## config.mk

```make
export PLATFORM = sky130hd
export DESIGN_NAME = line_rectangle_clipper
export DESIGN_NICKNAME = d
export VERILOG_FILES = /design/src/rtl/lrc_pkg.sv /design/src/rtl/lrc_front.sv /design/src/rtl/lrc_fifo.sv /design/src/rtl/lrc_back.sv /design/src/rtl/line_rectangle_clipper.sv
export VERILOG_INCLUDE_DIRS = /design/src /design/src/rtl
export SDC_FILE = /design/constraint.sdc
export NUM_CORES = 2
export LEC_CHECK = 0
export ABC_AREA = 1
export BUFFER_PORTS_ARGS = -buffer_cell sky130_fd_sc_hd__buf_4
export CAP_MARGIN = 20
export CORE_AREA = 2 2 326 328
export CTS_BUF_LIST = sky130_fd_sc_hd__clkbuf_2
export DETAILED_ROUTE_END_ITERATION = 10
export DIE_AREA = 0 0 328 330
export PLACE_DENSITY = 0.81
export SLEW_MARGIN = 20
export SYNTH_ARGS = -nofsm -noshare
export SYNTH_HDL_FRONTEND = slang
export SYNTH_SLANG_ARGS = --single-unit
```

## constraint.sdc

```tcl
create_clock -name clk_i -period 16.2 [get_ports clk_i]
set_clock_uncertainty 0.2 [all_clocks]
set_input_delay 0.81 -clock clk_i [delete_from_list [all_inputs] [get_ports clk_i]]
set_output_delay 0.81 -clock clk_i [all_outputs]
set_load 0.05 [all_outputs]
```

## src/rtl/line_rectangle_clipper_defines.svh

```systemverilog
// Assertion macros shared by the clipper RTL.
// Depends on nothing; define ASSERT_OFF to drop all checks.
`ifndef LINE_RECTANGLE_CLIPPER_DEFINES_SVH
`define LINE_RECTANGLE_CLIPPER_DEFINES_SVH
`ifndef ASSERT_OFF
`define ASSERT_RST(label, clk, rst_n, prop) \
  label: assert property (@(posedge clk) disable iff (!rst_n) prop) \
    else $error("assertion failed");
`define ASSERT_NEVER(label, clk, rst_n, expr) \
  label: assert property (@(posedge clk) disable iff (!rst_n) !(expr)) \
    else $error("forbidden condition");
`else
`define ASSERT_RST(label, clk, rst_n, prop)
`define ASSERT_NEVER(label, clk, rst_n, expr)
`endif
`endif

```

## src/rtl/lrc_pkg.sv

```systemverilog
// Package for the line rectangle clipper: constants, outcode codes, states.
// No dependencies.
`timescale 1ns / 1ps
`default_nettype none
package lrc_pkg;
  localparam int unsigned CoordWidthDef   = 24;
  localparam int unsigned MaxClipStepsDef = 8;
  localparam int unsigned CoordMaxW       = 32;
  localparam int unsigned FifoDepth       = 2;
  localparam int unsigned CfgIdxW         = 2;

  typedef logic [3:0] outcode_t;

  localparam outcode_t CODE_TOP    = 4'h1;
  localparam outcode_t CODE_BOTTOM = 4'h2;
  localparam outcode_t CODE_RIGHT  = 4'h4;
  localparam outcode_t CODE_LEFT   = 4'h8;

  localparam logic [CfgIdxW-1:0] REG_X_MIN = 2'd0;
  localparam logic [CfgIdxW-1:0] REG_X_MAX = 2'd1;
  localparam logic [CfgIdxW-1:0] REG_Y_MIN = 2'd2;
  localparam logic [CfgIdxW-1:0] REG_Y_MAX = 2'd3;

  typedef enum logic [2:0] {
    ST_IDLE,
    ST_TEST,
    ST_MUL,
    ST_DIV,
    ST_UPD
  } back_state_e;

  function automatic outcode_t outcode(
    input logic signed [CoordMaxW-1:0] x,
    input logic signed [CoordMaxW-1:0] y,
    input logic signed [CoordMaxW-1:0] xmin,
    input logic signed [CoordMaxW-1:0] xmax,
    input logic signed [CoordMaxW-1:0] ymin,
    input logic signed [CoordMaxW-1:0] ymax
  );
    outcode_t c;
    c = '0;
    if (y > ymax) begin
      c = c | CODE_TOP;
    end else if (y < ymin) begin
      c = c | CODE_BOTTOM;
    end
    if (x > xmax) begin
      c = c | CODE_RIGHT;
    end else if (x < xmin) begin
      c = c | CODE_LEFT;
    end
    return c;
  endfunction
endpackage
`default_nettype wire

```

## src/rtl/lrc_front.sv

```systemverilog
// Front end: accepts segments, computes both endpoint outcodes, pushes to queue.
// Depends on lrc_pkg.
`timescale 1ns / 1ps
`default_nettype none
module lrc_front #(
  parameter int unsigned COORD_WIDTH = lrc_pkg::CoordWidthDef,
  parameter int unsigned TDATA_W     = 96
) (
  input  wire logic                          s_tvalid_i,
  output logic                               s_tready_o,
  input  wire logic [TDATA_W-1:0]            s_tdata_i,
  input  wire logic signed [COORD_WIDTH-1:0] win_x_min_i,
  input  wire logic signed [COORD_WIDTH-1:0] win_x_max_i,
  input  wire logic signed [COORD_WIDTH-1:0] win_y_min_i,
  input  wire logic signed [COORD_WIDTH-1:0] win_y_max_i,
  input  wire logic                          q_full_i,
  output logic                               q_push_o,
  output logic [4*COORD_WIDTH+7:0]           q_data_o
);
  import lrc_pkg::*;
  localparam int unsigned W = COORD_WIDTH;

  logic signed [W-1:0] x0, y0, x1, y1;
  outcode_t            c0, c1;

  assign x0 = s_tdata_i[W-1:0];
  assign y0 = s_tdata_i[2*W-1:W];
  assign x1 = s_tdata_i[3*W-1:2*W];
  assign y1 = s_tdata_i[4*W-1:3*W];

  assign c0 = outcode(CoordMaxW'(x0), CoordMaxW'(y0), CoordMaxW'(win_x_min_i),
                      CoordMaxW'(win_x_max_i), CoordMaxW'(win_y_min_i),
                      CoordMaxW'(win_y_max_i));
  assign c1 = outcode(CoordMaxW'(x1), CoordMaxW'(y1), CoordMaxW'(win_x_min_i),
                      CoordMaxW'(win_x_max_i), CoordMaxW'(win_y_min_i),
                      CoordMaxW'(win_y_max_i));

  assign s_tready_o = !q_full_i;
  assign q_push_o   = s_tvalid_i && !q_full_i;
  assign q_data_o   = {c1, c0, y1, x1, y0, x0};
endmodule
`default_nettype wire

```

## src/rtl/lrc_fifo.sv

```systemverilog
// Small register queue between front and back ends.
// Depends on lrc_pkg and the assertion macro header.
`timescale 1ns / 1ps
`default_nettype none
`include "line_rectangle_clipper_defines.svh"
module lrc_fifo #(
  parameter int unsigned WIDTH = 104,
  parameter int unsigned DEPTH = lrc_pkg::FifoDepth
) (
  input  wire logic             clk_i,
  input  wire logic             rst_ni,
  input  wire logic             push_i,
  input  wire logic [WIDTH-1:0] wdata_i,
  output logic                  full_o,
  input  wire logic             pop_i,
  output logic                  valid_o,
  output logic [WIDTH-1:0]      rdata_o
);
  import lrc_pkg::*;
  localparam int unsigned PW = (DEPTH > 1) ? $clog2(DEPTH) : 1;
  localparam int unsigned CW = $clog2(DEPTH + 1);

  logic [WIDTH-1:0] mem_q [DEPTH];
  logic [PW-1:0]    wr_q, wr_d, rd_q, rd_d;
  logic [CW-1:0]    count_q, count_d;

  assign full_o  = (count_q == CW'(DEPTH));
  assign valid_o = (count_q != '0);
  assign rdata_o = mem_q[rd_q];

  always_comb begin
    wr_d    = wr_q;
    rd_d    = rd_q;
    count_d = count_q;
    if (push_i) begin
      wr_d = (wr_q == PW'(DEPTH - 1)) ? '0 : wr_q + 1'b1;
    end
    if (pop_i) begin
      rd_d = (rd_q == PW'(DEPTH - 1)) ? '0 : rd_q + 1'b1;
    end
    if (push_i && !pop_i) begin
      count_d = count_q + 1'b1;
    end else if (pop_i && !push_i) begin
      count_d = count_q - 1'b1;
    end
  end

  always_ff @(posedge clk_i or negedge rst_ni) begin
    if (!rst_ni) begin
      wr_q    <= '0;
      rd_q    <= '0;
      count_q <= '0;
    end else begin
      wr_q    <= wr_d;
      rd_q    <= rd_d;
      count_q <= count_d;
    end
  end

  always_ff @(posedge clk_i) begin
    if (push_i) begin
      mem_q[wr_q] <= wdata_i;
    end
  end

  `ASSERT_RST(a_count_bound, clk_i, rst_ni, count_q <= CW'(DEPTH))
  `ASSERT_NEVER(a_no_overflow, clk_i, rst_ni, push_i && full_o)
  `ASSERT_NEVER(a_no_underflow, clk_i, rst_ni, pop_i && !valid_o)
endmodule
`default_nettype wire

```

## src/rtl/lrc_back.sv

```systemverilog
// Back end: iterative clip engine (multiply, serial divide, edge update)
// and output register. Depends on lrc_pkg and the assertion macro header.
`timescale 1ns / 1ps
`default_nettype none
`include "line_rectangle_clipper_defines.svh"
module lrc_back #(
  parameter int unsigned COORD_WIDTH    = lrc_pkg::CoordWidthDef,
  parameter int unsigned MAX_CLIP_STEPS = lrc_pkg::MaxClipStepsDef,
  parameter int unsigned TDATA_W        = 96
) (
  input  wire logic                          clk_i,
  input  wire logic                          rst_ni,
  input  wire logic                          q_valid_i,
  input  wire logic [4*COORD_WIDTH+7:0]      q_data_i,
  output logic                               q_pop_o,
  input  wire logic signed [COORD_WIDTH-1:0] win_x_min_i,
  input  wire logic signed [COORD_WIDTH-1:0] win_x_max_i,
  input  wire logic signed [COORD_WIDTH-1:0] win_y_min_i,
  input  wire logic signed [COORD_WIDTH-1:0] win_y_max_i,
  output logic                               m_tvalid_o,
  input  wire logic                          m_tready_i,
  output logic [TDATA_W-1:0]                 m_tdata_o,
  output logic                               m_tuser_o
);
  import lrc_pkg::*;
  localparam int unsigned W  = COORD_WIDTH;
  localparam int unsigned SW = $clog2(MAX_CLIP_STEPS + 1);
  localparam int unsigned NW = $clog2(2*W + 1);

  function automatic logic [W-1:0] mag_of(input logic signed [W:0] v);
    logic signed [W:0] a;
    a = v[W] ? -v : v;
    return a[W-1:0];
  endfunction

  back_state_e state_q, state_d;
  logic [SW-1:0] steps_q, steps_d;
  logic          out_valid_q, out_valid_d;
  logic          load_out, done_acc;

  logic signed [W-1:0] x0_q, y0_q, x1_q, y1_q;
  outcode_t            c0_q, c1_q;
  logic [W-1:0]        mag_d_q, mag_n_q, den_q, hi_q, lo_q, rem_q;
  logic                neg_q, move_x_q, sel0_q;
  logic signed [W-1:0] base_q, fixed_q;
  logic [NW-1:0]       cnt_q;
  logic                acc_q;
  logic signed [W-1:0] ox0_q, oy0_q, ox1_q, oy1_q;

  // clip step setup
  outcode_t            c_sel;
  logic signed [W:0]   dx, dy, num, d_sel, den_sel;
  logic signed [W-1:0] edge_val;
  logic                mv_x;

  always_comb begin
    c_sel    = (c0_q != '0) ? c0_q : c1_q;
    dx       = (W+1)'(x1_q) - (W+1)'(x0_q);
    dy       = (W+1)'(y1_q) - (W+1)'(y0_q);
    mv_x     = 1'b1;
    edge_val = win_y_max_i;
    priority if ((c_sel & CODE_TOP) != '0) begin
      edge_val = win_y_max_i;
    end else if ((c_sel & CODE_BOTTOM) != '0) begin
      edge_val = win_y_min_i;
    end else if ((c_sel & CODE_RIGHT) != '0) begin
      mv_x     = 1'b0;
      edge_val = win_x_max_i;
    end else begin
      mv_x     = 1'b0;
      edge_val = win_x_min_i;
    end
    num     = mv_x ? (W+1)'(edge_val) - (W+1)'(y0_q)
                   : (W+1)'(edge_val) - (W+1)'(x0_q);
    d_sel   = mv_x ? dx : dy;
    den_sel = mv_x ? dy : dx;
  end

  // restoring divide step over the full double-width product;
  // the quotient can exceed W bits on an inverted window, only its low bits count
  logic [W:0]   div_t, div_diff;
  logic         div_ge;
  assign div_t    = {rem_q, hi_q[W-1]};
  assign div_diff = div_t - {1'b0, den_q};
  assign div_ge   = (div_t >= {1'b0, den_q});

  // edge point update
  logic signed [W:0]   upd_sum;
  logic signed [W-1:0] new_c, new_x, new_y;
  outcode_t            new_code;
  always_comb begin
    upd_sum  = neg_q ? (W+1)'(base_q) - signed'({1'b0, lo_q})
                     : (W+1)'(base_q) + signed'({1'b0, lo_q});
    new_c    = upd_sum[W-1:0];
    new_x    = move_x_q ? new_c : fixed_q;
    new_y    = move_x_q ? fixed_q : new_c;
    new_code = outcode(CoordMaxW'(new_x), CoordMaxW'(new_y),
                       CoordMaxW'(win_x_min_i), CoordMaxW'(win_x_max_i),
                       CoordMaxW'(win_y_min_i), CoordMaxW'(win_y_max_i));
  end

  always_comb begin
    state_d     = state_q;
    steps_d     = steps_q;
    q_pop_o     = 1'b0;
    load_out    = 1'b0;
    done_acc    = ((c0_q | c1_q) == '0);
    out_valid_d = (out_valid_q && !m_tready_i);
    unique case (state_q)
      ST_IDLE: begin
        if (q_valid_i) begin
          q_pop_o = 1'b1;
          steps_d = '0;
          state_d = ST_TEST;
        end
      end
      ST_TEST: begin
        if (done_acc || ((c0_q & c1_q) != '0) ||
            (steps_q >= SW'(MAX_CLIP_STEPS))) begin
          if (!out_valid_q || m_tready_i) begin
            load_out    = 1'b1;
            out_valid_d = 1'b1;
            state_d     = ST_IDLE;
          end
        end else begin
          state_d = ST_MUL;
        end
      end
      ST_MUL: state_d = ST_DIV;
      ST_DIV: begin
        if (cnt_q == NW'(1)) begin
          state_d = ST_UPD;
        end
      end
      ST_UPD: begin
        steps_d = steps_q + 1'b1;
        state_d = ST_TEST;
      end
      default: state_d = ST_IDLE;
    endcase
  end

  always_ff @(posedge clk_i or negedge rst_ni) begin
    if (!rst_ni) begin
      state_q     <= ST_IDLE;
      steps_q     <= '0;
      out_valid_q <= 1'b0;
    end else begin
      state_q     <= state_d;
      steps_q     <= steps_d;
      out_valid_q <= out_valid_d;
    end
  end

  always_ff @(posedge clk_i) begin
    if (q_pop_o) begin
      x0_q <= q_data_i[W-1:0];
      y0_q <= q_data_i[2*W-1:W];
      x1_q <= q_data_i[3*W-1:2*W];
      y1_q <= q_data_i[4*W-1:3*W];
      c0_q <= q_data_i[4*W+3:4*W];
      c1_q <= q_data_i[4*W+7:4*W+4];
    end
    if (state_q == ST_TEST) begin
      mag_d_q  <= mag_of(d_sel);
      mag_n_q  <= mag_of(num);
      den_q    <= mag_of(den_sel);
      neg_q    <= d_sel[W] ^ num[W] ^ den_sel[W];
      move_x_q <= mv_x;
      sel0_q   <= (c0_q != '0);
      base_q   <= mv_x ? x0_q : y0_q;
      fixed_q  <= edge_val;
    end
    if (state_q == ST_MUL) begin
      {hi_q, lo_q} <= (2*W)'(mag_d_q) * (2*W)'(mag_n_q);
      rem_q        <= '0;
      cnt_q        <= NW'(2*W);
    end
    if (state_q == ST_DIV) begin
      rem_q        <= div_ge ? div_diff[W-1:0] : div_t[W-1:0];
      {hi_q, lo_q} <= {hi_q[W-2:0], lo_q, div_ge};
      cnt_q        <= cnt_q - 1'b1;
    end
    if (state_q == ST_UPD) begin
      if (sel0_q) begin
        x0_q <= new_x;
        y0_q <= new_y;
        c0_q <= new_code;
      end else begin
        x1_q <= new_x;
        y1_q <= new_y;
        c1_q <= new_code;
      end
    end
    if (load_out) begin
      acc_q <= done_acc;
      ox0_q <= x0_q;
      oy0_q <= y0_q;
      ox1_q <= x1_q;
      oy1_q <= y1_q;
    end
  end

  assign m_tvalid_o = out_valid_q;
  assign m_tuser_o  = acc_q;
  assign m_tdata_o  = TDATA_W'({oy1_q, ox1_q, oy0_q, ox0_q});

  `ASSERT_RST(a_steps_bound, clk_i, rst_ni, steps_q <= SW'(MAX_CLIP_STEPS))
  `ASSERT_RST(a_rem_below_den, clk_i, rst_ni, (state_q == ST_DIV) |-> (rem_q < den_q))
  `ASSERT_NEVER(a_den_nonzero, clk_i, rst_ni, (state_q == ST_DIV) && (den_q == '0))
endmodule
`default_nettype wire

```

## src/rtl/line_rectangle_clipper.sv

```systemverilog
// Cohen-Sutherland line clipper against a window held in four registers.
// Slave stream in: segment endpoints. Master stream out: accept flag in
// tuser, clipped endpoints in tdata. Config channel writes the window edges.
// Register index 0..3: x_min, x_max, y_min, y_max (signed Q15.8).
// The front end computes outcodes and fills a two-word queue; the back end
// clips one segment at a time and keeps a registered output word, so a new
// segment is taken while a finished result waits for the receiver.
// Each clip step runs a test state, a single multiply state, the bit-serial
// divider (one quotient bit per cycle over the double-width product) and an
// edge update state. A segment takes k clip steps, 0 <= k <= MAX_CLIP_STEPS.
// When the receiver stalls, the back end finishes its segment, holds it until
// the output word frees up, and the queue then fills; s_axis_tready drops
// when it is full. Reset opens the window to the whole coordinate range and
// empties the queue and output. Config writes are always ready.
`timescale 1ns / 1ps
`default_nettype none
module line_rectangle_clipper #(
  parameter int unsigned COORD_WIDTH    = lrc_pkg::CoordWidthDef,
  parameter int unsigned MAX_CLIP_STEPS = lrc_pkg::MaxClipStepsDef
) (
  input  wire logic                         clk_i,
  input  wire logic                         rst_ni,
  input  wire logic                         s_axis_tvalid,
  output logic                              s_axis_tready,
  // start_x, start_y, end_x, end_y
  input  wire logic [((4*COORD_WIDTH+7)/8)*8-1:0] s_axis_tdata,
  output logic                              m_axis_tvalid,
  input  wire logic                         m_axis_tready,
  // clipped_start_x, clipped_start_y, clipped_end_x, clipped_end_y
  output logic [((4*COORD_WIDTH+7)/8)*8-1:0] m_axis_tdata,
  // accepted
  output logic                              m_axis_tuser,
  input  wire logic                         cfg_valid_i,
  output logic                              cfg_ready_o,
  input  wire logic [lrc_pkg::CfgIdxW-1:0]  cfg_index_i,
  input  wire logic [COORD_WIDTH-1:0]       cfg_data_i
);
  import lrc_pkg::*;
  localparam int unsigned W       = COORD_WIDTH;
  localparam int unsigned TDATA_W = ((4*COORD_WIDTH+7)/8)*8;
  localparam int unsigned QW      = 4*COORD_WIDTH+8;

  logic signed [W-1:0] x_min_q, x_max_q, y_min_q, y_max_q;
  logic                q_push, q_full, q_pop, q_valid;
  logic [QW-1:0]       q_wdata, q_rdata;

  assign cfg_ready_o = 1'b1;

  always_ff @(posedge clk_i or negedge rst_ni) begin
    if (!rst_ni) begin
      x_min_q <= {1'b1, {(W-1){1'b0}}};
      x_max_q <= {1'b0, {(W-1){1'b1}}};
      y_min_q <= {1'b1, {(W-1){1'b0}}};
      y_max_q <= {1'b0, {(W-1){1'b1}}};
    end else if (cfg_valid_i) begin
      unique case (cfg_index_i)
        REG_X_MIN: x_min_q <= cfg_data_i;
        REG_X_MAX: x_max_q <= cfg_data_i;
        REG_Y_MIN: y_min_q <= cfg_data_i;
        REG_Y_MAX: y_max_q <= cfg_data_i;
        default: ;
      endcase
    end
  end

  lrc_front #(.COORD_WIDTH(W), .TDATA_W(TDATA_W)) u_front (
    .s_tvalid_i  (s_axis_tvalid),
    .s_tready_o  (s_axis_tready),
    .s_tdata_i   (s_axis_tdata),
    .win_x_min_i (x_min_q),
    .win_x_max_i (x_max_q),
    .win_y_min_i (y_min_q),
    .win_y_max_i (y_max_q),
    .q_full_i    (q_full),
    .q_push_o    (q_push),
    .q_data_o    (q_wdata)
  );

  lrc_fifo #(.WIDTH(QW), .DEPTH(FifoDepth)) u_fifo (
    .clk_i   (clk_i),
    .rst_ni  (rst_ni),
    .push_i  (q_push),
    .wdata_i (q_wdata),
    .full_o  (q_full),
    .pop_i   (q_pop),
    .valid_o (q_valid),
    .rdata_o (q_rdata)
  );

  lrc_back #(
    .COORD_WIDTH(W), .MAX_CLIP_STEPS(MAX_CLIP_STEPS), .TDATA_W(TDATA_W)
  ) u_back (
    .clk_i       (clk_i),
    .rst_ni      (rst_ni),
    .q_valid_i   (q_valid),
    .q_data_i    (q_rdata),
    .q_pop_o     (q_pop),
    .win_x_min_i (x_min_q),
    .win_x_max_i (x_max_q),
    .win_y_min_i (y_min_q),
    .win_y_max_i (y_max_q),
    .m_tvalid_o  (m_axis_tvalid),
    .m_tready_i  (m_axis_tready),
    .m_tdata_o   (m_axis_tdata),
    .m_tuser_o   (m_axis_tuser)
  );
endmodule
`default_nettype wire

```

* Word-level counts from Yosys, hierarchy flattened
Memory sizes are Yosys's and may differ from the RTL's.
Cells that the tools add are included.
** Word-level totals
- Logic and storage cells :: 184
- Bits in writable memories :: 208
- Bits of input ports :: 127
- Memories kept :: 1
- Latch bits :: 0
- Register bits after elaboration :: 510
- Bits in read-only memories :: 0
** Memories
- u_fifo.mem_q :: words 2, width 104, read ports 1, clocked after memory_dff 0, wr ports 1, line lrc_fifo.sv:23 : logic [WIDTH-1:0] mem_q [DEPTH];
** Cells by class
- Reduce and logical (&&, ||, !) cells :: 27
- Eq/ne operators :: 12
- Divide/modulo/power cells :: 0
- Shift operators :: 0
- $mul :: 1
- Add/sub/neg operators :: 16
- Mux-type cells :: 76
- Order comparisons :: 14
- Bitwise logic cells :: 4
** Operator list (count)
- $mux W24 :: 29
- $gt A24 B24 Y1 :: 6
- $lt A24 B24 Y1 :: 6
- $sub A24 B24 Y25 :: 4
- $mux W25 :: 3
- $neg A24 Y24 :: 3
- $mux W4 :: 15
- $mul A24 B24 Y48 :: 1
- $sub A24 B24 Y24 :: 2
- $ge A25 B24 Y1 :: 1
- $add A24 B24 Y24 :: 1
- $mux W3 :: 5
- $pmux W3 S5 :: 1
- $mux W1 :: 14
- $mux W2 :: 6
- $mux W6 :: 2
- $reduce_and A2 Y1 :: 5
- $pmux W4 S2 :: 1
- $reduce_bool A2 Y1 :: 4
- $reduce_bool A4 Y1 :: 2
- $eq A2 B2 Y1 const B :: 3
- $eq A3 B2 Y1 const B :: 2
- $eq A6 B1 Y1 const B :: 1
- $sub A6 B1 Y6 const B :: 1
- other kinds (21) :: 32

* Depth between registers and ports, before layout
- Depth after elaboration :: 10
- Mapped depth :: 34
- Depth with buffers taken out :: 34

* Modules after synthesis
From an unflattened synthesis, not the netlist that was laid out.
** Second synthesis, totals
- Cell total of the unflattened synthesis :: 8490
- Area, all modules :: 68014.0 µm²
** Modules (own cells, without submodules)
- lrc_back :: instances 1, cells each 6799, area an instance 50135.6 µm²
- lrc_fifo :: instances 1, cells each 349, area an instance 7962.6 µm²
- lrc_front :: instances 1, cells each 912, area an instance 5771.8 µm²
- line_rectangle_clipper :: instances 1, cells each 430, area an instance 4144.0 µm²

* Worst setup path before layout
No wires, ideal clock.
- Kind :: register -> register
- From :: register u_back.state_q[2]
- To :: register u_back.acc_q (netlist: u_back.m_tuser_o), enable pin
- Library setup time :: 0.553 ns
- Buffers on the path :: 0
- Arrival time :: 13.734 ns
- Setup slack :: 1.714 ns
- Stages on the path, launching flop included :: 4
- Required time :: 15.447 ns
- Cell sequence :: dfrtp_1 nor3_1 nand2_1 nor2_1
** Between the ends
- Cells in the longest elaborated chain, start to end :: 2
** Ends and longest elaborated chain
- start: declaration :: line lrc_back.sv:36 : back_state_e state_q, state_d;
- start signal: assignment :: line lrc_back.sv:149 : state_q <= state_d;
- $eq A3 B1 Y1 :: line lrc_back.sv:109 : unique case (state_q)
- $mux W1 :: line lrc_back.sv:109
- net u_back.load_out :: line lrc_back.sv:39 : logic load_out, done_acc;
- end signal: assignment :: line lrc_back.sv:196 : acc_q <= done_acc;
- end: declaration :: line lrc_back.sv:47 : logic acc_q;
The timed path passes the listed nets, and every way through them passes these cells.
A chain may end at the register's enable or synchronous reset.

* Final worst setup path
- From :: register u_back.mag_n_q[13]
- To :: register u_back.hi_q[20], data pin
** Between the ends
- Cells in the longest elaborated chain, start to end :: 3
** Ends and longest elaborated chain
- start: declaration :: line lrc_back.sv:43 : logic [W-1:0] mag_d_q, mag_n_q, den_q, hi_q, lo_q, rem_q;
- start signal: assignment :: line lrc_back.sv:166 : mag_n_q <= mag_of(num);
- $mul A24 B24 Y48 :: line lrc_back.sv:175 : {hi_q, lo_q} <= (2*W)'(mag_d_q) * (2*W)'(mag_n_q);
- $mux W24 :: line lrc_back.sv:174 : if (state_q == ST_MUL) begin
- $mux W24 :: line lrc_back.sv:179 : if (state_q == ST_DIV) begin
- end signal: assignment :: line lrc_back.sv:175
- end signal: assignment :: line lrc_back.sv:181 : {hi_q, lo_q} <= {hi_q[W-2:0], lo_q, div_ge};
- end: declaration :: line lrc_back.sv:43
Every way passes these cells. The select of a mux whose other input is x is not followed.

==> impl_metrics.json <==
{
  "final_cell_mix": "2059 x nand2_1, 1531 x inv_1, 584 x ha_1",
  "setup_tns_ns": 0,
  "gp_congestion": 1.032,
  "final_common_cell": "nand2_1",
  "cts_buffer_depth": 3,
  "drc": 0,
  "vias": 59250,
  "cts_buffers": 187,
  "drt_iter0_markers": 7695,
  "hold_start": "s_axis_tvalid",
  "placed_area_mm2": 0.06713,
  "io_buffers": 225,
  "seq_area_mm2": 0.02004,
  "clk_latency_ns": 1.61,
  "crit_type": "flop to flop",
  "critPathMaxFanout": 24,
  "fin_crit_sh_pct": 50.18,
  "final_max_slew_viol_count": 0,
  "slew_headroom_pct": 14.05,
  "rows": 119,
  "yosys_warnings": 0,
  "drt-total-wl_mm": 223.0,
  "synthCells": 7946,
  "largest_register": "u_fifo.mem_q",
  "drtPass1Iterations": 6,
  "yosys-top-cells-area": "edfxtp_1 24%, fa_1 15%, nand2_1 12%",
  "outcome": "finished clean",
  "max_cap_viol_count": 0,
  "antenna_found_initial": 25,
  "core_mm2": 0.1047,
  "r2r_start": "u_back.mag_n_q[13]$_DFFE_PP_",
  "wl_per_cell_um": 22.33,
  "h-tree-depth": 4,
  "synth_top_area_share_pct": 23.63,
  "fmax_ghz": 0.1230,
  "largest_reg_flops": 208,
  "layout-drive-gt1-share_pct": 8.239,
  "multi_input_area_mm2": 0.03748,
  "start_util_pct": 61.42,
  "avgSynthCellArea_um2": 8.091,
  "hold_viol": 0,
  "hpwl_mm": 167.4,
  "die-area_mm2": 0.1082,
  "fillers": 8345,
  "syn_nets": 9144,
  "path_clk_slew_ns": 0.11,
  "rsz0062_at_grt": "false",
  "ys_async_sr_fraction_pct": 15.04,
  "synth_cell_types": 69,
  "grt_use_total_pct": 41.48,
  "cts_sinks": 718,
  "worstHoldPathType": "input pin to flop",
  "die-height_um": 330,
  "critPathArrivalTime_ns": 9.16,
  "cts_tree": "done",
  "synth_edf_count": 506,
  "finalSetupViolations": 0,
  "cts-root-buf": "clkbuf_2",
  "end_kind": "flop",
  "grt-ovfl-total": 0,
  "fin_area_mm2": 0.07162,
  "grt_pass1_wl_mm": 339.7,
  "postCtsSetupRepairBufs": 0,
  "die_w_um": 328,
  "io_pins": 227,
  "synth.cell_area_mm2": 0.06429,
  "yosysTopAreaCell": "edfxtp_1",
  "tightest_slew_ns": 1.289,
  "fin_crit_ns": 8.130,
  "ys_seq_area_share_pct": 31.17,
  "grt_max_degree": 86,
  "worstPathRequired_ns": 17.23,
  "drt.antenna.violating_nets": 0,
  "nNetsFinal": 9616,
  "setup.worst_path.start": "u_back.mag_n_q[13]$_DFFE_PP_",
  "syn_to_final_growth_pct": 11.39,
  "ys.flop_type": "edfxtp_1",
  "worstSetupStartpointType": "flop",
  "ctsResizeCount": 0,
  "via_per_inst": 5.932,
  "ys_seq_elements": 718,
  "grt_pass1_vias": 58760
}
==> logic make-up (layout without fill, tap and decap cells) <==
group / Yosys count / count (layout) / synth area share (%)
buffers and inverters: 1791 / 2426 / 10.62
adder cells (fa/ha/maj): 1071 / 1071 / 26.53
AO/OA/AOI/OAI: 1184 / 1184 / 10.21
other: 1 / 17 / 0.005833
XOR/XNOR: 149 / 149 / 2.041
flip-flops: 718 / 718 / 31.17
multiplexers: 2 / 2 / 0.03114
AND/OR/NAND/NOR: 3030 / 3030 / 19.39
==> critical path: stages, from the launching register on <==
cell,delay (ns)
edfxtp_1,1.23
nand2_1,0.18
fa_1,0.56
inv_1,0.05
fa_1,0.52
inv_1,0.05
fa_1,0.46
fa_1,0.51
inv_1,0.07
fa_1,0.52
fa_1,0.55
inv_1,0.06
fa_1,0.53
inv_1,0.04
ha_1,0.42
nand2_1,0.15
nor2_1,0.16
inv_1,0.08
nor2_1,0.09
inv_1,0.08
nor4_1,0.58
nand3_1,0.37
nand4_1,0.21
a31oi_1,0.10
==> cell usage after synthesis, drive strengths merged (18+ instances only) <==
cell,number
nand3,364
nand4,78
dfxtp,104
o211ai,52
fa,487
xor2,94
dfrtp,60
ha,584
nor2,386
clkbuf,213
a21o,30
a21oi,363
buf,39
xnor2,55
nor3,59
a211oi,19
dfstp,48
inv,1538
edfxtp,506
o21bai,18
nand2,2079
o21ai,564
a31oi,59
==> routing by layer <==
metal | GRT usage, % | vias to the layer above | wire length, um
met1 | 52.62 | 27810 | 80600
li1 | - | 26490 | -
met4 | 24.85 | 26 | 15420
met5 | 0 | - | 170
met2 | 63.66 | 4046 | 97590
met3 | 11.42 | 874 | 29240
==> what timing repair did <==
action / in CTS / in global routing
hold endpoints to repair: 521 / 0
endpoints found under the setup margin: 0 / 0
hold buffers: 253 / 0
==> area by class of cell <==
cell class | instances | share of cell area (%)
multi-input cells | 5437 | 52.34
flip-flops and latches | 718 | 27.99
inverters | 1539 | 8.078
repair buffers | 535 | 6.551
well taps | 1391 | 2.430
clock buffers | 262 | 1.831
clock inverters | 90 | 0.7303
diodes | 16 | 0.05590
==> worst paths after layout <==
kind	to	slack (ns)	depth (start not counted)
max in group asynchronous	u_back.steps_q[2]$_DFFE_PN0P_	14.55	4
hold / removal	u_fifo.wr_q$_DFFE_PN0P_	0.19	6
setup reg to reg	u_back.hi_q[20]$_DFFE_PP_	8.07	23
setup / recovery	u_back.hi_q[20]$_DFFE_PP_	8.07	23
hold reg to reg	u_back.oy0_q[20]$_DFFE_PP_	0.25	0
min in group asynchronous	x_max_q[1]$_DFFE_PN1P_	0.40	3
==> through the flow <==
stage / hold slack, ns / setup WS, ns / instances / util (%)
after floorplan: 0.2249 / 1.714 / 7946 / -
after global routing: 0.1816 / 7.772 / 9980 / 68.40
final: 0.1942 / 8.071 / 9988 / 68.42
after detailed placement: 0.2461 / 8.437 / 9363 / 64.13
after CTS: 0.04712 / 8.312 / 9968 / 68.32
after global placement: 0.2484 / 8.407 / 9362 / 64.13
Power is not shown: default switching activity piles up to over one toggle a cycle in this logic, so the estimate is an artifact.
